===== src/rtl/vdt_pkg.sv =====
// Shared types and constants of the vertex deduplication table.
`default_nettype none

package vdt_pkg;

  localparam int TABLE_DEPTH_DEFAULT = 256;

  localparam int OP_W        = 2;
  localparam int COORD_W     = 16;
  localparam int VERTEX_W    = 3 * COORD_W;
  localparam int INDEX_OUT_W = 8;
  localparam int COUNT_OUT_W = 9;

  localparam int QUEUE_DEPTH = 2;
  localparam int QUEUE_PTR_W = $clog2(QUEUE_DEPTH);
  localparam int QUEUE_CNT_W = $clog2(QUEUE_DEPTH + 1);

  // Operation codes carried on the input channel
  localparam logic [OP_W-1:0] OP_CLEAR  = 2'd0;
  localparam logic [OP_W-1:0] OP_APPEND = 2'd1;
  localparam logic [OP_W-1:0] OP_MERGE  = 2'd2;

  // Work kind decided by the front end
  typedef enum logic [1:0] {
    K_CLEAR,
    K_APPEND,
    K_MERGE,
    K_NOP
  } item_kind_t;

  // One classified item as it travels through the queue
  typedef struct packed {
    item_kind_t            kind;
    logic [VERTEX_W-1:0]   vertex;  // {z, y, x}
    logic                  last;
  } work_t;

  typedef enum logic [1:0] {
    B_IDLE,
    B_SCAN,
    B_EXEC
  } back_state_t;

endpackage

`default_nettype wire


===== src/rtl/vdt_in_if.sv =====
// Input channel: one vertex item with its operation code.
`default_nettype none

interface vdt_in_if;
  logic                               valid;
  logic                               ready;
  logic [vdt_pkg::OP_W-1:0]           op;
  logic signed [vdt_pkg::COORD_W-1:0] x_coord;
  logic signed [vdt_pkg::COORD_W-1:0] y_coord;
  logic signed [vdt_pkg::COORD_W-1:0] z_coord;
  logic                               last_in_face;

  modport source (output valid, op, x_coord, y_coord, z_coord, last_in_face, input ready);
  modport sink   (input valid, op, x_coord, y_coord, z_coord, last_in_face, output ready);
endinterface

`default_nettype wire


===== src/rtl/vdt_front.sv =====
// Front end: takes input transfers, classifies the op and feeds the work queue.
`default_nettype none

module vdt_front (
  input  wire logic    clk,
  input  wire logic    rst,
  vdt_in_if.sink       item,
  output vdt_pkg::work_t push_item,
  output logic         push_valid,
  input  wire logic    push_ready
);

  logic           hold_valid;
  vdt_pkg::work_t hold;
  vdt_pkg::work_t classified;

  // Decode the op into a work kind and pack the vertex
  always_comb begin
    classified.vertex = {item.z_coord, item.y_coord, item.x_coord};
    classified.last   = item.last_in_face;
    case (item.op)
      vdt_pkg::OP_CLEAR:  classified.kind = vdt_pkg::K_CLEAR;
      vdt_pkg::OP_APPEND: classified.kind = vdt_pkg::K_APPEND;
      vdt_pkg::OP_MERGE:  classified.kind = vdt_pkg::K_MERGE;
      default:            classified.kind = vdt_pkg::K_NOP;
    endcase
  end

  // Take a new item whenever the holding register is empty or drains now
  assign item.ready = !hold_valid || push_ready;
  assign push_valid = hold_valid;
  assign push_item  = hold;

  always_ff @(posedge clk) begin
    if (rst) begin
      hold_valid <= 1'b0;
    end else if (item.ready) begin
      hold_valid <= item.valid;
    end
  end

  always_ff @(posedge clk) begin
    if (item.valid && item.ready) begin
      hold <= classified;
    end
  end

endmodule

`default_nettype wire


===== src/flat_wrapper.sv =====
// flat-port wrapper written by rule: the top's interface ports become plain ports
module vdt_front_flat 
  (clk, rst, push_item, push_valid, push_ready, item_valid, item_op, item_x_coord, item_y_coord, item_z_coord, item_last_in_face, item_ready);
  vdt_in_if item_i ();
  input  wire logic clk;
  input  wire logic rst;
  output vdt_pkg::work_t push_item;
  output logic push_valid;
  input  wire logic push_ready;
  input wire logic [$bits(item_i.valid)-1:0] item_valid;
  input wire logic [$bits(item_i.op)-1:0] item_op;
  input wire logic [$bits(item_i.x_coord)-1:0] item_x_coord;
  input wire logic [$bits(item_i.y_coord)-1:0] item_y_coord;
  input wire logic [$bits(item_i.z_coord)-1:0] item_z_coord;
  input wire logic [$bits(item_i.last_in_face)-1:0] item_last_in_face;
  output wire logic [$bits(item_i.ready)-1:0] item_ready;
  assign item_i.valid = item_valid;
  assign item_i.op = item_op;
  assign item_i.x_coord = item_x_coord;
  assign item_i.y_coord = item_y_coord;
  assign item_i.z_coord = item_z_coord;
  assign item_i.last_in_face = item_last_in_face;
  assign item_ready = item_i.ready;
  vdt_front u_core (.clk(clk), .rst(rst), .item(item_i), .push_item(push_item), .push_valid(push_valid), .push_ready(push_ready));
endmodule

===== config.mk =====
export PLATFORM = sky130hd
export DESIGN_NAME = vdt_front_flat
export DESIGN_NICKNAME = d
export VERILOG_FILES = /design/src/rtl/vdt_pkg.sv /design/src/rtl/vdt_in_if.sv /design/src/rtl/vdt_front.sv /design/src/flat_wrapper.sv
export SDC_FILE = /design/constraint.sdc
export NUM_CORES = 1
export LEC_CHECK = 0
export ABC_AREA = 1
export BUFFER_PORTS_ARGS = -buffer_cell sky130_fd_sc_hd__buf_2
export CAP_MARGIN = 15
export CELL_PAD_IN_SITES_DETAIL_PLACEMENT = 0
export CELL_PAD_IN_SITES_GLOBAL_PLACEMENT = 1
export CORE_UTILIZATION = 25
export DETAILED_ROUTE_END_ITERATION = 10
export GPL_ROUTABILITY_DRIVEN = 0
export MAX_ROUTING_LAYER = met4
export PLACE_DENSITY_LB_ADDON = 0.3
export SETUP_SLACK_MARGIN = 0.05
export SLEW_MARGIN = 5
export SYNTH_ARGS = -nofsm -noshare
export SYNTH_HDL_FRONTEND = slang
export SYNTH_SLANG_ARGS = --single-unit

===== constraint.sdc =====
create_clock -name clk -period 4.85 [get_ports clk]
set_clock_uncertainty 0.05 [all_clocks]
set_input_delay 1.455 -clock clk [delete_from_list [all_inputs] [get_ports clk]]
set_output_delay 1.455 -clock clk [all_outputs]
set_load 0.1 [all_outputs]

# Word-level counts from Yosys, hierarchy flattened
# Cells that the tools add are included.
totals:
  word_cells: 11
  register_bits: 52
op_classes:
  reduce_logical: 4
  n_eq_ne: 2
  muxes: 1
op_table:
  columns: ["op", "n"]
  rows:
  - ["$pmux 2 s3", 1]
  - ["$eq 2x1->1 const B", 1]
  - ["$eq 2x2->1 const B", 1]
  - ["$logic_not 2->1", 1]
  - ["$logic_and 1x1->1", 1]
  - ["$logic_not 1->1", 1]
  - ["$logic_or 1x1->1", 1]

# Depth between registers and ports, before layout
logic_depth:
  ltp_word: 3
  ltp_mapped: 3
  mapped_depth_nobuf: 3

# Worst setup path before layout
# No wires, ideal clock.
synth_path:
  path_type: "in2reg"
  startpoint: "input item_valid"
  endpoint: "register u_core.hold, in the netlist u_core.push_item[0] (enable)"
  path_stages: 2
  t_required_ns: 4.324
  t_arrival_ns: 3.997
  setup_slack_ns: 0.327
  path_cell_list: "inv_1 -> a21oi_1"
synth_via:
  elab_chain_len: 1
synth_lines:
  columns: ["element", "line_no", "source"]
  rows:
  - ["start: declaration", "flat_wrapper.sv:10", "input wire logic [$bits(item_i.valid)-1:0] item_valid;"]
  - ["$logic_and 1x1->1", "vdt_front.sv:43", "if (item.valid && item.ready) begin"]
  - ["end signal: assignment", "vdt_front.sv:44", "hold <= classified;"]
  - ["end: declaration", "vdt_front.sv:14", "vdt_pkg::work_t hold;"]
# No other way between the ends.
# A chain may end at the register's enable or synchronous reset.

# Final worst setup path
layout_path:
  startpoint: "input push_ready"
  endpoint: "output item_ready"
layout_via:
  elab_chain_len: 1
layout_lines:
  columns: ["element", "line_no", "source"]
  rows:
  - ["start: declaration", "flat_wrapper.sv:9", "input wire logic push_ready;"]
  - ["$logic_or 1x1->1", "vdt_front.sv:30", "assign item.ready = !hold_valid || push_ready;"]
  - ["end: declaration", "flat_wrapper.sv:16", "output wire logic [$bits(item_i.ready)-1:0] item_ready;"]
# No other way between the ends.

==> results.rst <==
.. list-table::
   :header-rows: 1

   * - Metric
     - Value
   * - Cell with the largest stage delay on the worst path
     - buf_2
   * - Cell type with the largest total area after synthesis
     - edfxtp_1
   * - Most frequent standard cell in the layout excluding fill and tap cells
     - buf_2
   * - Root buf cell
     - clkbuf_8
   * - Power density over cell area
     - 438 nW/um2
   * - Number of buffers inserted to repair setup after CTS
     - 0
   * - # H-tree levels
     - 2
   * - Number of unique standard cell types used by synthesis
     - 8
   * - Main area contributors after synthesis
     - edfxtp_1, dfxtp_1, a21oi_2
   * - DIE AREA
     - 6670 um2
   * - Family with the most delay on the worst path
     - buffers and inverters
   * - Worst ir drop on vdd
     - 0.213 mV
   * - GRT Resource Usage Total
     - 9.99%
   * - Least-Margin Pin Slew
     - 728 ps
   * - Max-cap viol count
     - 0
   * - Avg Cell Area, Syn
     - 26.9 um2
   * - Initial cell density of the core
     - 26.3%
   * - Routed length per instance
     - 13.1 um
   * - Final Routed Wirelength
     - 3.26 mm
   * - Setup CP Type
     - in2out
   * - Sink of the worst hold path
     - u_core.push_valid$_SDFFE_PP0P_
   * - Number of endpoints failing setup at the final stage
     - 0
   * - Clock slew seen by the registers of the worst setup and hold paths
     - 90 ps
   * - Data arrival time of the critical path
     - 2080 ps
   * - Count of cells along the worst hold path
     - 2
   * - Max frequency
     - 279 MHz
   * - Hold Vio Cnt, Final
     - 0
   * - Worst path buffer plus inverter count
     - 3
   * - Num CTS Buffers
     - 5
   * - Combined area of all synthesized cells
     - 1590 um2
   * - NumNets Final
     - 227
   * - Number of rows created at floorplan
     - 28
   * - Die boundary height
     - 81.7 um
   * - Input/output buffers
     - 107
   * - Number of DRC violations after detailed-routing iteration 0
     - 24
   * - Number of routed nets with antenna violations
     - 0
   * - Number of warning messages in the yosys log
     - 0
   * - Clock insertion delay at the later pin of the skew report
     - 290 ps
   * - Number of instances resized during post-cts repair
     - 0
   * - Reg2Reg Launch Point
     - u_core.push_valid$_SDFFE_PP0P_
   * - Final period demand of the worst path
     - 3580 ps
   * - Slew headroom
     - 51.3%
   * - Number of nets in the synthesized netlist
     - 114
   * - Die extent in x
     - 81.7 um
   * - Sequential share of the synthesized area
     - 97.8%
   * - IO Pins
     - 108
   * - Sort of element at the end of the critical path
     - output port
   * - Crit path launch type
     - primary input
   * - DR pass1 iterations
     - 2
   * - Clock sink count
     - 52
   * - Number of instances in the synthesized netlist
     - 59
   * - Hold path startpoint
     - u_core.push_valid$_SDFFE_PP0P_
   * - Syn-to-layout area delta
     - 45.9%
   * - Vias
     - 966
   * - Total of hold buffers inserted after clock tree synthesis
     - 0
   * - Register bit count reported by yosys
     - 52
   * - Number of vias per cell after detailed routing
     - 3.90
   * - Share of Yosys cell area claimed by the top area cell type
     - 96.5%
   * - Setup repair after global routing missed its margin
     - false
   * - Pwr Total
     - 0.00101 W
   * - Final worst path period share
     - 73.8%
   * - Pin count of the biggest net entering global routing
     - 31
   * - Number of global-route vias before repair
     - 973
   * - Number of pins exceeding their max-slew limit in the final report
     - 0
   * - Worst path max stage delay
     - 420 ps
   * - Diodes inserted
     - 0
   * - Core area
     - 6030 um2
   * - Cells along the critical path
     - buf_2 -> inv_2 -> nand2_2 -> buf_2
   * - Static leakage
     - 0.991 nW
   * - Cell repeated most along the worst path
     - buf_2
   * - Path category of the worst min-delay check
     - reg2reg
   * - Setup TNS after final layout
     - 0 ps
   * - Clock tree from TritonCTS
     - done
   * - First-pass GRT wire length
     - 4.46 mm
   * - Number of cell instances on the worst register-to-register path
     - 2
   * - Slack of the worst reg-to-reg path
     - 3000 ps
   * - Peak fanout along the critical path
     - 2
   * - RR Endpoint
     - u_core.push_item[3]$_DFFE_PP_
   * - Total congestion overflow after global routing
     - 0
   * - Number of buffers on the longest clock path
     - 2
   * - DRC violation count after routing
     - 0
   * - Proportion of layout cells with a drive suffix above 1
     - 69.4%
   * - Required @ worst endpoint
     - 3350 ps
   * - Antenna violations before repair
     - 0
   * - Commonest non-fill, non-tap cells in the layout
     - buf_2, edfxtp_1, clkbuf_8
   * - Run status
     - finished, final reports clean
## tightest hold or removal path, stage by stage (launching register included)
cell and delay [ps]:
dfxtp_1 360, nand2_2 100, a21oi_2 40
## sequential cells by signal (all words and copies together) (netlist names)
register,flops
u_core.push_item,51
u_core.push_valid,1
## area by class of cell
cell class                 count  area [um2]
sequential                    52        1550
timing repair buffer         108         543
fill                         589        3710
clock inverter                 3        18.8
multi-input combinational      3        31.3
inverter                       2        7.51
clock buffer                   5        68.8
tap                           75        93.8
## cell usage after synthesis
| master | count |
|---|---|
| clkbuf_1 | 2 |
| a21oi_2 | 1 |
| inv_2 | 1 |
| nand2_2 | 1 |
| dfxtp_1 | 1 |
| a21oi_1 | 1 |
| inv_1 | 1 |
| edfxtp_1 | 51 |
## cells by family after synthesis
group / Yosys count / share of synthesized area, %
AOI/OAI and AO/OA: 2 / 0.867
buffers and inverters: 4 / 0.946
DFF: 52 / 97.8
and+or+nand+nor: 1 / 0.395
## per-layer routing
metal	global-route usage [%]	wire length, um	up-vias
met4	4.74	42	0
met3	4.44	360	4
li1	-	-	452
met2	15.7	1650	67
met1	10.8	1210	443
met5	-	0	-
## metrics by stage
| step | std cells | utilization [%] | area (um2) | hold slack, ps | setup WS (ps) |
|---|---|---|---|---|---|
| 3_5_place_dp | 240 | 37.0 | 2230 | 478 | 1270 |
| 5_1_grt | 248 | 38.4 | 2310 | 520 | 1250 |
| 3_3_place_gp | 240 | 37.0 | 2230 | 458 | 1280 |
| 2_1_floorplan | 59 | - | 1590 | 1320 | 327 |
| 4_1_cts | 248 | 38.4 | 2310 | 493 | 1270 |
| 6_report | 248 | 38.4 | 2310 | 487 | 1270 |
## report_power, final
| part | switching (W) | internal [W] | leakage, nW |
|---|---|---|---|
| combinational | 0.000212 | 0.0000329 | 0.442 |
| clock | 0.000139 | 0.000101 | 0.0479 |
| sequential | 0.00000660 | 0.000524 | 0.502 |
| total | 0.000357 | 0.000658 | 0.991 |
## worst max path at each step
stage	cells past startpoint	slack (ps)	from	to
after floorplan	2	330	item_valid	u_core.push_item[0]$_DFFE_PP_
after global placement	4	1280	push_ready	item_ready
after detailed placement	4	1270	push_ready	item_ready
after CTS	4	1270	push_ready	item_ready
after global routing	4	1250	push_ready	item_ready
final	4	1270	push_ready	item_ready
No activity file was read; power rests on OpenSTA's default activity.
