===== config.mk =====
export PLATFORM = sky130hd
export DESIGN_NAME = vdt_queue
export DESIGN_NICKNAME = d
export VERILOG_FILES = /design/src/rtl/vdt_pkg.sv /design/src/rtl/vdt_queue.sv
export SDC_FILE = /design/constraint.sdc
export NUM_CORES = 1
export LEC_CHECK = 0
export ABC_CLOCK_PERIOD_IN_PS = 4700
export BUFFER_PORTS_ARGS = -buffer_cell sky130_fd_sc_hd__buf_2
export CAP_MARGIN = 10
export CORE_UTILIZATION = 55
export CTS_CLUSTER_DIAMETER = 30
export DETAILED_ROUTE_END_ITERATION = 6
export GPL_TIMING_DRIVEN = 0
export PLACE_DENSITY_LB_ADDON = 0.2
export SLEW_MARGIN = 20
export SYNTH_ARGS = -nofsm -noshare
export SYNTH_HDL_FRONTEND = slang
export SYNTH_SLANG_ARGS = --single-unit

===== constraint.sdc =====
create_clock -name clk -period 4.7 [get_ports clk]
set_clock_uncertainty 0.15 [all_clocks]
set_input_delay 0.94 -clock clk [delete_from_list [all_inputs] [get_ports clk]]
set_output_delay 0.94 -clock clk [all_outputs]
set_load 0.03 [all_outputs]

===== src/rtl/vdt_pkg.sv =====
// Shared types and constants of the vertex deduplication table.
`default_nettype none

package vdt_pkg;

  localparam int TABLE_DEPTH_DEFAULT = 256;

  localparam int OP_W        = 2;
  localparam int COORD_W     = 16;
  localparam int VERTEX_W    = 3 * COORD_W;
  localparam int INDEX_OUT_W = 8;
  localparam int COUNT_OUT_W = 9;

  localparam int QUEUE_DEPTH = 2;
  localparam int QUEUE_PTR_W = $clog2(QUEUE_DEPTH);
  localparam int QUEUE_CNT_W = $clog2(QUEUE_DEPTH + 1);

  // Operation codes carried on the input channel
  localparam logic [OP_W-1:0] OP_CLEAR  = 2'd0;
  localparam logic [OP_W-1:0] OP_APPEND = 2'd1;
  localparam logic [OP_W-1:0] OP_MERGE  = 2'd2;

  // Work kind decided by the front end
  typedef enum logic [1:0] {
    K_CLEAR,
    K_APPEND,
    K_MERGE,
    K_NOP
  } item_kind_t;

  // One classified item as it travels through the queue
  typedef struct packed {
    item_kind_t            kind;
    logic [VERTEX_W-1:0]   vertex;  // {z, y, x}
    logic                  last;
  } work_t;

  typedef enum logic [1:0] {
    B_IDLE,
    B_SCAN,
    B_EXEC
  } back_state_t;

endpackage

`default_nettype wire


===== src/rtl/vdt_queue.sv =====
// Short work queue between the front end and the table engine.
`default_nettype none

module vdt_queue (
  input  wire logic           clk,
  input  wire logic           rst,
  input  wire logic           push_valid,
  input  wire vdt_pkg::work_t push_item,
  output logic                push_ready,
  output logic                pop_valid,
  output vdt_pkg::work_t      pop_item,
  input  wire logic           pop
);

  localparam logic [vdt_pkg::QUEUE_PTR_W-1:0] LAST_PTR =
    vdt_pkg::QUEUE_PTR_W'(vdt_pkg::QUEUE_DEPTH - 1);
  localparam logic [vdt_pkg::QUEUE_CNT_W-1:0] FULL_FILL =
    vdt_pkg::QUEUE_CNT_W'(vdt_pkg::QUEUE_DEPTH);

  vdt_pkg::work_t                     slots [vdt_pkg::QUEUE_DEPTH];
  logic [vdt_pkg::QUEUE_PTR_W-1:0]    wr_ptr;
  logic [vdt_pkg::QUEUE_PTR_W-1:0]    rd_ptr;
  logic [vdt_pkg::QUEUE_CNT_W-1:0]    fill;
  logic                               do_push;
  logic                               do_pop;

  assign push_ready = (fill != FULL_FILL);
  assign pop_valid  = (fill != '0);
  assign pop_item   = slots[rd_ptr];
  assign do_push    = push_valid && push_ready;
  assign do_pop     = pop && pop_valid;

  // Advance pointers and fill level
  always_ff @(posedge clk) begin
    if (rst) begin
      wr_ptr <= '0;
      rd_ptr <= '0;
      fill   <= '0;
    end else begin
      if (do_push) begin
        wr_ptr <= (wr_ptr == LAST_PTR) ? '0 : wr_ptr + 1'b1;
      end
      if (do_pop) begin
        rd_ptr <= (rd_ptr == LAST_PTR) ? '0 : rd_ptr + 1'b1;
      end
      case ({do_push, do_pop})
        2'b10:   fill <= fill + 1'b1;
        2'b01:   fill <= fill - 1'b1;
        default: fill <= fill;
      endcase
    end
  end

  always_ff @(posedge clk) begin
    if (do_push) begin
      slots[wr_ptr] <= push_item;
    end
  end

endmodule

`default_nettype wire


Word-level counts from Yosys, hierarchy flattened
Memories as Yosys holds them, arrays and structs flattened. A register that Yosys moved wholly into a read port is not among the register bits.
Cells that the tools add are included.

storage, ports and cells
  output and inout port bits = 53
  register bits = 4
  memory bits (read-only) = 0
  input port bits = 55
  memories kept = 1
  latch bits = 0
  bits in writable memories = 102
  word-level logic and storage cells = 22

memory list
  memory  depth  width  read ports  clocked after Yosys merged registers in  write ports  line             text
  slots   2      51     1           1                                        1            vdt_queue.sv:20  vdt_pkg::work_t slots [vdt_pkg::QUEUE_DEPTH];

cells by class
  muxes and demuxes = 7
  reductions and logical operators = 4
  div/mod/pow operators = 0
  add/sub/neg operators = 4
  magnitude comparators = 0
  multiply operators = 0
  shift operators = 0
  equality and inequality tests = 3
  bitwise gates (word level) = 0

operators by type and width
  cell                   count
  $mux W1                6
  $pmux W2 S2            1
  $reduce_bool A2 Y1     2
  $add A1 B1 Y1 const B  2
  $add A2 B1 Y2 const B  1
  $eq A2 B1 Y1 const B   1
  $eq A2 B2 Y1 const B   1
  $logic_and A1 B1 Y1    2
  $ne A2 B2 Y1 const B   1
  $sub A2 B1 Y2 const B  1

Depth between registers and ports, before layout
Gate-level depths: netlist of the first run.

  word-level depth = 4
  depth in mapped cells = 6
  mapped depth without buffers = 6

Worst setup path after synthesis of the first run
OpenSTA, ideal clock, no wires.

  kind = input port to flip-flop
  start point = in push_valid
  end point = mem slots[1][0] (netlist name), enable pin
  buffers on the path = 0
  setup slack = 1934 ps
  data arrival time = 2202 ps
  required time = 4136 ps
  stages = 1
  library setup time = 414 ps
  path through = and3_1

on the way
  cells in the longest elaborated chain, start to end = 3

ends and longest elaborated chain
  element                        line             text
  start, declared                vdt_queue.sv:7   input wire logic push_valid,
  $logic_and A1 B1 Y1            vdt_queue.sv:30  assign do_push = push_valid && push_ready;
  $mux W1                        vdt_queue.sv:55  if (do_push) begin
  $mux W1 (implied by the code)  vdt_queue.sv:56  slots[wr_ptr] <= push_item;
  end, declared                  vdt_queue.sv:20

No other way between the ends.

==> results.md, run 1 <==
* Outcome: completed
* Smallest hold slack at 0.400 ns
* Number of buffer and inverter instances along the worst setup path at 3
* RSZ-0062 raised after global routing: false
* Max_cap viols at 0
* Cell Area, Synth at ~3900 µm²
* Category of the worst setup path launch point: flop
* Syn. warnings at 0
* Synthesis-to-finish area growth at 22.7%
* First-pass iteration count of the detailed router at 6
* Root Buffer: sky130_fd_sc_hd__clkbuf_8
* Peak supply drop at around 0.4 mV
* Number of vias per cell at ~5
* Critical path, cell by cell: clkbuf_1 -> buf_2 -> mux2_2 -> buf_2
* Bufs on Longest Clock Path at 2
* Class of the most critical setup path: reg2out
* Estimated wirelength of the detail-placed design at 4.14 mm
* Diode count at 0
* Type of the tightest min-delay check: reg2reg
* Average size of a mapped cell at approximately 21 µm²
* I/O pin count at around 110
* Delay of the slowest cell on the worst path at between 0.3 and 0.4 ns
* Final weighted congestion of routability-driven global placement at 0.674
* Fraction of the cycle the final worst path needs at approximately 61%
* Core footprint at ~6800 µm²
* Setup TNS at 0 ns
* Number of core rows at 30
* Capturing element type of the critical path: primary output
* Slew at the pin closest to its max-slew limit at 0.707 ns
* Startpoint of the worst hold path: fill[1]
* Shortest clock period the worst path allows after layout at 2.89 ns
* Setup WS post-layout at 1.81 ns
* Distinct cell type count after synthesis at 20
* Placement-stage worst setup slack at between 2 and 2.5 ns
* Critical Path Most Common Cell: sky130_fd_sc_hd__buf_2
* Final Max Tran Viols at 0
* First-pass GRT wire length at ~9.6 mm
* Vias after detailed routing at 2,005
* Port Buffer Count at 107
* Number of fill cells at roughly 460
* GRT Util Overall at 17.8%
* Cells after synthesis at 183
* Total wire length at between 6 and 7 mm
* Sequential cell area at about 3200 µm²
* Maximum operating frequency at ~350 MHz
* Layout cells sized above 1 at 59.6%
* Total grt overflow at 0
* Final routed DRC violation total at 0
* Number of hold violations in the final report at 0
* Clk Latency, worst-skew pair at around 0.35 ns
* Via count of the first global-routing pass at ~2,000
* Number of buffers inserted by post-CTS setup repair at 0
* Vertical die dimension at ~86 µm
* Setup violations, final at 0
* Gates resized, CTS repair at 0
* Post-CTS Hold Buffers at 0
* FF+latch count, synth at about 110
* Power per unit of standard cell area at 573 nW/µm²
* Portion of the post-synthesis area used by sequential elements at just over 80%
* Arrival @ worst endpoint at roughly 1.8 ns
* Per-cell routed wire length at 15.7 µm
* CP delay by family, top: buffers and inverters
* Initial antenna violation count at 0
* TritonCTS clock tree: yes
* Die width at between 80 and 90 µm
* Synthesized Nets at about 240
* Data required time of the worst path at ~3.6 ns
* Pin count of the biggest net entering global routing at between 50 and 60
* First-iteration detailed-routing DRC count at 138
* Clock-pin slew of the registers on the worst-case setup and hold paths at around 0.10 ns
* H-tree depth reported by CTS at 3
* Slew margin rel. at 52.9%
* P_leak at ~0.0018 µW
* CP max-delay cell: sky130_fd_sc_hd__mux2_2
* Final net count at roughly 360
* Area of the multi-input gates at roughly 700 µm²
* Initial Util at between 50% and 60%
* Critical-path maximum fanout at 10
* Clock sink total at 107
* Tot Pwr at between 2000 and 3000 µW
* Die area at around 7400 µm²
* Number of clock buffers inserted by TritonCTS at 9
* ANT nets after route at 0
* Beginning of the worst register-to-register path: fill[0]
[Yosys cell counts (all sizes together)]
| library cell | number | share of area [%] |
|---|---|---|
| edfxtp | 102 | 79 |
| mux2 | 51 | 15 |
| buf | 5 | 0.64 |
| dfxtp | 5 | 2.6 |
| nor2 | 3 | 0.29 |
| a21oi | 2 | 0.26 |
| xnor2 | 2 | 0.45 |
| a21bo | 1 | 0.26 |
| and3 | 1 | 0.16 |
| clkbuf | 1 | 0.096 |
| ha | 1 | 0.32 |
| inv | 1 | 0.096 |
| nand2 | 1 | 0.096 |
| nand2b | 1 | 0.16 |
| nand3b | 1 | 0.19 |
| o21a | 1 | 0.19 |
| o21ai | 1 | 0.13 |
| or2 | 1 | 0.16 |
| or3 | 1 | 0.16 |
| xor2 | 1 | 0.23 |
[final timing paths]
check	end	slack, ns	cells after the start
worst max-delay path	pop_item[23]	1.81	4
worst max register to register	slots[0][8]	2.76	4
worst min-delay path	fill[1]	0.40	2
worst min register to register	fill[1]	0.40	2
[report_power, final]
| group | switching, µW | internal, µW |
|---|---|---|
| Clock | 299 | 250 |
| Combinational | 610 | 335 |
| Sequential | 38.0 | 1200 |
| Total | 947 | 1790 |
[kinds of logic after synthesis]
logic type / share of synthesized area [%]
buf+inv: 0.836
simple gates: 1.22
fa+ha+maj: 0.322
mux: 14.8
xor+xnor: 0.676
flops: 81.3
compound gates: 0.837
[state kept, by name, indices dropped and copies added, names as in the netlist, named ones only]
signal,flops
rd_ptr,1
slots,102
wr_ptr,1
fill,2
[layout by cell type, fill, tap and decap left out, drive strengths merged]
cell / n
buf: 113
edfxtp: 102
mux2: 51
clkbuf: 10
dfxtp: 5
nor2: 3
inv: 3
clkinv: 3
xnor2: 2
a21oi: 2
o21a: 1
or2: 1
nand2b: 1
and3: 1
nand2: 1
nand3b: 1
xor2: 1
a21bo: 1
o21ai: 1
or3: 1
ha: 1
bufinv: 1
clkinvlp: 1
[worst min-delay path: stages (launching register included)]
cell,delay [ns]
sky130_fd_sc_hd__dfxtp_1,0.36
sky130_fd_sc_hd__o21ai_0,0.09
sky130_fd_sc_hd__a21oi_1,0.06
[metrics by stage]
step	instance area, µm²	instances	utilization (%)
2_1_floorplan	3890	183	-
3_3_place_gp	4540	386	66.9
3_5_place_dp	4570	387	67.3
4_1_cts	4770	403	70.2
5_1_grt	4770	403	70.2
6_report	4770	403	70.2
[routing by layer]
layer,wire length [µm],track usage (%),part of all wire (%)
met1,2540,20.8,40
met2,3270,30.2,52
met3,428,5.39,6.8
met4,71,8.03,1.1
met5,0,0,0
[cell type report]
| class | instances | area share [%] |
|---|---|---|
| Buffer | 6 | 0.603 |
| Clock buffer | 9 | 2.60 |
| Clock inverter | 7 | 1.60 |
| Inverter | 1 | 0.0787 |
| Multi-Input combinational cell | 69 | 14.6 |
| Sequential cell | 107 | 66.3 |
| Tap cell | 96 | 2.52 |
| Timing Repair Buffer | 108 | 11.6 |
No activity file was read; power rests on OpenSTA's default activity.
==> run 2: changes to the inputs <==
--- a/config.mk
+++ b/config.mk
@@ -5,10 +5,10 @@
 export SDC_FILE = /design/constraint.sdc
 export NUM_CORES = 1
 export LEC_CHECK = 0
-export ABC_CLOCK_PERIOD_IN_PS = 4700
+export ABC_CLOCK_PERIOD_IN_PS = 2700
 export BUFFER_PORTS_ARGS = -buffer_cell sky130_fd_sc_hd__buf_2
 export CAP_MARGIN = 10
-export CORE_UTILIZATION = 55
+export CORE_UTILIZATION = 51
 export CTS_CLUSTER_DIAMETER = 30
 export DETAILED_ROUTE_END_ITERATION = 6
 export GPL_TIMING_DRIVEN = 0
==> constraint.sdc (replaced) <==
create_clock -name clk -period 2.7 [get_ports clk]
set_clock_uncertainty 0.15 [all_clocks]
set_input_delay 0.54 -clock clk [delete_from_list [all_inputs] [get_ports clk]]
set_output_delay 0.54 -clock clk [all_outputs]
set_load 0.03 [all_outputs]
==> run 2 against run 1 <==
Combinational power increased by 71%. Die area increased by 7.7%. Sequential power rose by 74%. Non-clock buffer count down 1. Total power up 69%. Global-route usage shrank 1.8 points. Via count rose by 1.8%. Count of clock-buffer cells in the layout is 1 higher. Critical path depth did not move. First-iteration DRC count down 28%. Hold slack got worse by 0.18 ns. Final cell count is 0.50% higher. Critical path type unchanged. Critical endpoint is now pop_item[3]. Largest power group unchanged.
==> results.md, run 2 (synthesis results as in run 1) <==
* Standard cell area after detailed placement at between 4000 and 5000 µm²
* RSZ-0062 raised after global routing: false
* Largest register by flop count: slots
* Outcome: completed
* Shortest clock period the worst path allows after layout at 2.49 ns
* Final weighted congestion of routability-driven global placement at approximately 0.7
* I/O pin count at between 100 and 150
* Peak supply drop at between 0.6 and 0.7 mV
* P_leak at roughly 0.0018 µW
* Arrival @ worst endpoint at 1.80 ns
* Reg2reg setup slack at between 0.8 and 0.9 ns
* Total grt overflow at 0
* Leading cell types in the layout, fill and taps excluded: sky130_fd_sc_hd__buf_2 (112), sky130_fd_sc_hd__edfxtp_1 (102), sky130_fd_sc_hd__mux2_2 (51)
* Critical-path maximum fanout at 10
* TritonCTS clock tree: yes
* Number of core rows at 31
* Diode count at 0
* Per-cell routed wire length at between 15 and 20 µm
* Core footprint at 7330 µm²
* First-pass GRT wire length at approximately 9 mm
* Final Max Tran Viols at 0
* Layout cells sized above 1 at 59.5%
* First-pass iteration count of the detailed router at 4
* Initial antenna violation count at 0
* Post-CTS Hold Buffers at 0
* Via count of the first global-routing pass at approximately 2,000
* Final net count at between 300 and 400
* Clock-pin slew of the registers on the worst-case setup and hold paths at about 0.10 ns
* Type of the tightest min-delay check: in2reg
* GRT Util Overall at 16.0%
* Number of buffers inserted by post-CTS setup repair at 0
* Vias after detailed routing at slightly above 2,000
* Setup violations, final at 0
* Maximum operating frequency at between 400 and 500 MHz
* Layout Cell Area excl Fill at 4720 µm²
* Top Registers: slots: 102 flops, fill: 2 flops
* Estimated wirelength of the detail-placed design at 4.14 mm
* Initial Util at between 50% and 60%
* Number of clock buffers inserted by TritonCTS at 9
* ANT nets after route at 0
* Final routed DRC violation total at 0
* Number of vias per cell at between 5 and 6
* Class of the most critical setup path: reg2out
* Beginning of the worst register-to-register path: fill[0]
* Synthesis-to-finish area growth at 21.5%
* Slew at the pin closest to its max-slew limit at about 0.71 ns
* Total wire length at 6.28 mm
* Power per unit of standard cell area at 979 nW/µm²
* Vertical die dimension at 89.3 µm
* Die area at 7980 µm²
* Largest register FFs at 102
* Capturing element type of the critical path: primary output
* Setup WS post-layout at about 0.21 ns
* Data required time of the worst path at around 2 ns
* Port Buffer Count at between 100 and 150
* Bufs on Longest Clock Path at 2
* H-tree depth reported by CTS at 3
* Gates resized, CTS repair at 0
* Clk Latency, worst-skew pair at 0.35 ns
* Root Buffer: sky130_fd_sc_hd__clkbuf_8
* Placement-stage worst setup slack at roughly 0.57 ns
* Startpoint of the worst hold path: push_item[28]
* Number of hold violations in the final report at 0
* Pin count of the biggest net entering global routing at 52
* First-iteration detailed-routing DRC count at 99
* Slew margin rel. at 52.9%
* Most common library cell in the layout ignoring fill and taps: sky130_fd_sc_hd__buf_2
* Max_cap viols at 0
* Fraction of the cycle the final worst path needs at between 90 and 100%
* Category of the worst setup path launch point: flop
* Die width at about 90 µm
* Clock sink total at around 110
==> run 2: cell types whose count changed in the layout (fill, tap and decap cells not counted), sizes merged <==
cell	before	now
bufinv	1	0
clkinv	3	4
clkbuf	10	11
inv	3	2
buf	113	112
==> run 2: where the power goes <==
group	internal [µW]	leakage (µW)	switching (µW)
Sequential	2100	0.000995	64.8
Clock	336	0.0000864	506
Combinational	569	0.000687	1050
Total	3000	0.00177	1620
==> run 2: stage by stage <==
stage | total power [µW] | utilization (%) | cells | TNS (ns) | hold slack, ns
floorplan | 3400 | - | 183 | 0 | 0.324
global placement | 3820 | 62.0 | 389 | -34.06 | 0.346
detailed placement | 3840 | 62.1 | 389 | 0 | 0.376
CTS | 4670 | 64.4 | 405 | 0 | 0.208
global route | 4840 | 64.4 | 405 | 0 | 0.201
finish | 4630 | 64.4 | 405 | 0 | 0.219
==> run 2: area by class of cell <==
class	instances	area, µm²
Sequential cell	107	3160
Fill cell	555	2610
Multi-Input combinational cell	69	698
Timing Repair Buffer	107	536
Clock buffer	10	128
Tap cell	99	124
Clock inverter	6	40.0
Buffer	6	28.8
Inverter	1	6.26
==> run 2: critical path: stages (launching register included) <==
cell	delay (ns)
sky130_fd_sc_hd__dfxtp_1	0.32
sky130_fd_sc_hd__clkbuf_1	0.25
sky130_fd_sc_hd__buf_2	0.32
sky130_fd_sc_hd__mux2_2	0.38
sky130_fd_sc_hd__buf_2	0.18
==> run 2: worst paths after layout <==
kind	to	depth (start not counted)
worst max-delay path	pop_item[3]	4
worst min-delay path	slots[0][28]	1
worst max register to register	slots[0][47]	3
worst min register to register	fill[1]	2
==> run 2: per-layer routing <==
metal / GRT usage, % / vias up / part of all wire, %
met4: 8.37 / 0 / 2.5
met3: 4.99 / 15 / 6.2
met1: 17.8 / 1003 / 39
li1: - / 953 / -
met5: 0 / - / 0
met2: 27.6 / 70 / 52
==> run 3: changes to the inputs <==
--- a/config.mk
+++ b/config.mk
@@ -8,7 +8,8 @@
 export ABC_CLOCK_PERIOD_IN_PS = 2700
 export BUFFER_PORTS_ARGS = -buffer_cell sky130_fd_sc_hd__buf_2
 export CAP_MARGIN = 10
-export CORE_UTILIZATION = 51
+export CORE_UTILIZATION = 54
+export CTS_BUF_LIST = sky130_fd_sc_hd__clkbuf_8
 export CTS_CLUSTER_DIAMETER = 30
 export DETAILED_ROUTE_END_ITERATION = 6
 export GPL_TIMING_DRIVEN = 0
==> run 3 against run 2 <==
Final cell count fell by 1.2%. Critical path depth is the same. Wire length fell by 1.8%. Critical path type unchanged. Maximum frequency up 1.6%. Largest cell class unchanged. Worst setup slack improved by 0.039 ns. Via count is 2.9% lower. Combinational power about the same.
==> results.md, run 3 (synthesis results as in run 1) <==
* Outcome: completed
* Pin count of the biggest net entering global routing at between 50 and 60
* Number of vias per cell at 4.95
* Peak supply drop at around 0.83 mV
* Capturing element type of the critical path: primary output
* GRT Util Overall at between 15 and 20%
* Diode count at 0
* Clock-pin slew of the registers on the worst-case setup and hold paths at 0.10 ns
* Standard cell area after detailed placement at ~4600 µm²
* Most common library cell in the layout ignoring fill and taps: sky130_fd_sc_hd__buf_2
* P_leak at between 0.0015 and 0.002 µW
* CP max-delay cell: sky130_fd_sc_hd__mux2_2
* Clock sink total at 107
* Class of the most critical setup path: reg2out
* Critical-path maximum fanout at 10
* Number of core rows at 30
* Final weighted congestion of routability-driven global placement at roughly 0.73
* Type of the tightest min-delay check: in2reg
* Fraction of the cycle the final worst path needs at between 90 and 100%
* Detailed route wirelength on metal2 at between 3 and 4 mm
* Largest register FFs at 102
* Final routed DRC violation total at 0
* Initial Util at a little under three fifths
* Root Buffer: sky130_fd_sc_hd__clkbuf_8
* Met1 Routed Length at about 2.6 mm
* Arrival @ worst endpoint at 1.76 ns
* Shortest clock period the worst path allows after layout at roughly 2.5 ns
* Die width at a little under 90 µm
* First-pass GRT wire length at between 8 and 9 mm
* Die area at between 7000 and 8000 µm²
* Vertical die dimension at 86.9 µm
* Tot Pwr at between 4000 and 5000 µW
* Category of the worst setup path launch point: flop
* Total grt overflow at 0
* Core footprint at 6870 µm²
* Estimated wirelength of the detail-placed design at about 4 mm
* Critical Path Most Common Cell: sky130_fd_sc_hd__buf_2
* Slew margin rel. at 52.6%
* Top layer used by detailed routing: met4
* H-tree depth reported by CTS at 3
* Setup violations, final at 0
* Final net count at roughly 360
* Top Registers: slots: 102 flops, fill: 2 flops
* Leading cell types in the layout, fill and taps excluded: sky130_fd_sc_hd__buf_2 (112), sky130_fd_sc_hd__edfxtp_1 (102), sky130_fd_sc_hd__mux2_2 (51)
* Layout cells sized above 1 at between 50% and 60%
* Bufs on Longest Clock Path at 2
* ANT nets after route at 0
* Maximum operating frequency at around 400 MHz
* Number of fill cells at 466
* Port Buffer Count at between 100 and 150
* Largest register by flop count: slots
* Data required time of the worst path at approximately 2 ns
* Total wire length at slightly above 6 mm
* Vias after detailed routing at 1,981
* Power per unit of standard cell area at a little over 1000 nW/µm²
* Final Max Tran Viols at 0
* TritonCTS clock tree: yes
* Initial antenna violation count at 0
* Final core area utilization at approximately 70%
* Critical path, cell by cell: clkbuf_1 -> buf_2 -> mux2_2 -> buf_2
* I/O pin count at approximately 110
* RSZ-0062 raised after global routing: false
* Number of clock buffers inserted by TritonCTS at 9
* Layout Cell Area excl Fill at 4780 µm²
* Post-CTS Hold Buffers at 0
* Clk Latency, worst-skew pair at between 0.3 and 0.4 ns
* Max_cap viols at 0
* Slew at the pin closest to its max-slew limit at 0.711 ns
* Per-cell routed wire length at ~15 µm
* Gates resized, CTS repair at 0
* First-pass iteration count of the detailed router at 4
* Number of hold violations in the final report at 0
* Number of buffers inserted by post-CTS setup repair at 0
* Delay of the slowest cell on the worst path at between 0.3 and 0.4 ns
* First-iteration detailed-routing DRC count at 82
* Via count of the first global-routing pass at 1,877
* Synthesis-to-finish area growth at 22.9%
* Met3 WL post-DR at around 390 µm
==> run 3: critical path, delay by kind of cell, from the launching register on <==
family	cells	cell delay, ns
muxes	1	0.37
DFF	1	0.31
buffers and inverters	3	0.70
==> run 3: layout make-up <==
| type | count | area [µm²] | share of cell area [%] |
|---|---|---|---|
| Sequential cell | 107 | 3160 | 66.2 |
| Multi-Input combinational cell | 69 | 698 | 14.6 |
| Timing Repair Buffer | 107 | 536 | 11.2 |
| Clock buffer | 9 | 124 | 2.59 |
| Tap cell | 96 | 120 | 2.51 |
| Clock inverter | 5 | 104 | 2.17 |
| Buffer | 6 | 28.8 | 0.602 |
| Inverter | 1 | 6.26 | 0.131 |
==> run 3: power by group <==
part | switching, µW | total [µW] | internal, µW
logic | 1050 | 1620 | 569
registers | 63.9 | 2160 | 2100
clock network | 500 | 1110 | 605
==> run 3: final timing paths <==
check | from | endpoint | slack [ns] | cells past startpoint
worst max register to register | fill[0] | slots[0][29] | 0.78 | 3
worst min-delay path | push_item[48] | slots[1][48] | 0.20 | 1
worst max-delay path | flop | pop_item[27] | 0.25 | 4
worst min register to register | fill[1] | fill[1] | 0.37 | 2
==> run 3: through the flow <==
step	TNS, ns	setup slack [ns]	cells	hold slack, ns
3_5_place_dp	0	0.571	386	0.350
6_report	0	0.247	400	0.202
3_3_place_gp	-30.78	-0.430	386	0.345
5_1_grt	0	0.122	400	0.183
2_1_floorplan	0	0.0480	183	0.324
4_1_cts	0	0.157	400	0.190
==> run 3: metal layers <==
layer / track usage, % / vias up
met5: 0 / -
met4: 11.1 / 0
met3: 5.40 / 16
met2: 26.3 / 73
met1: 20.4 / 945
li1: - / 947
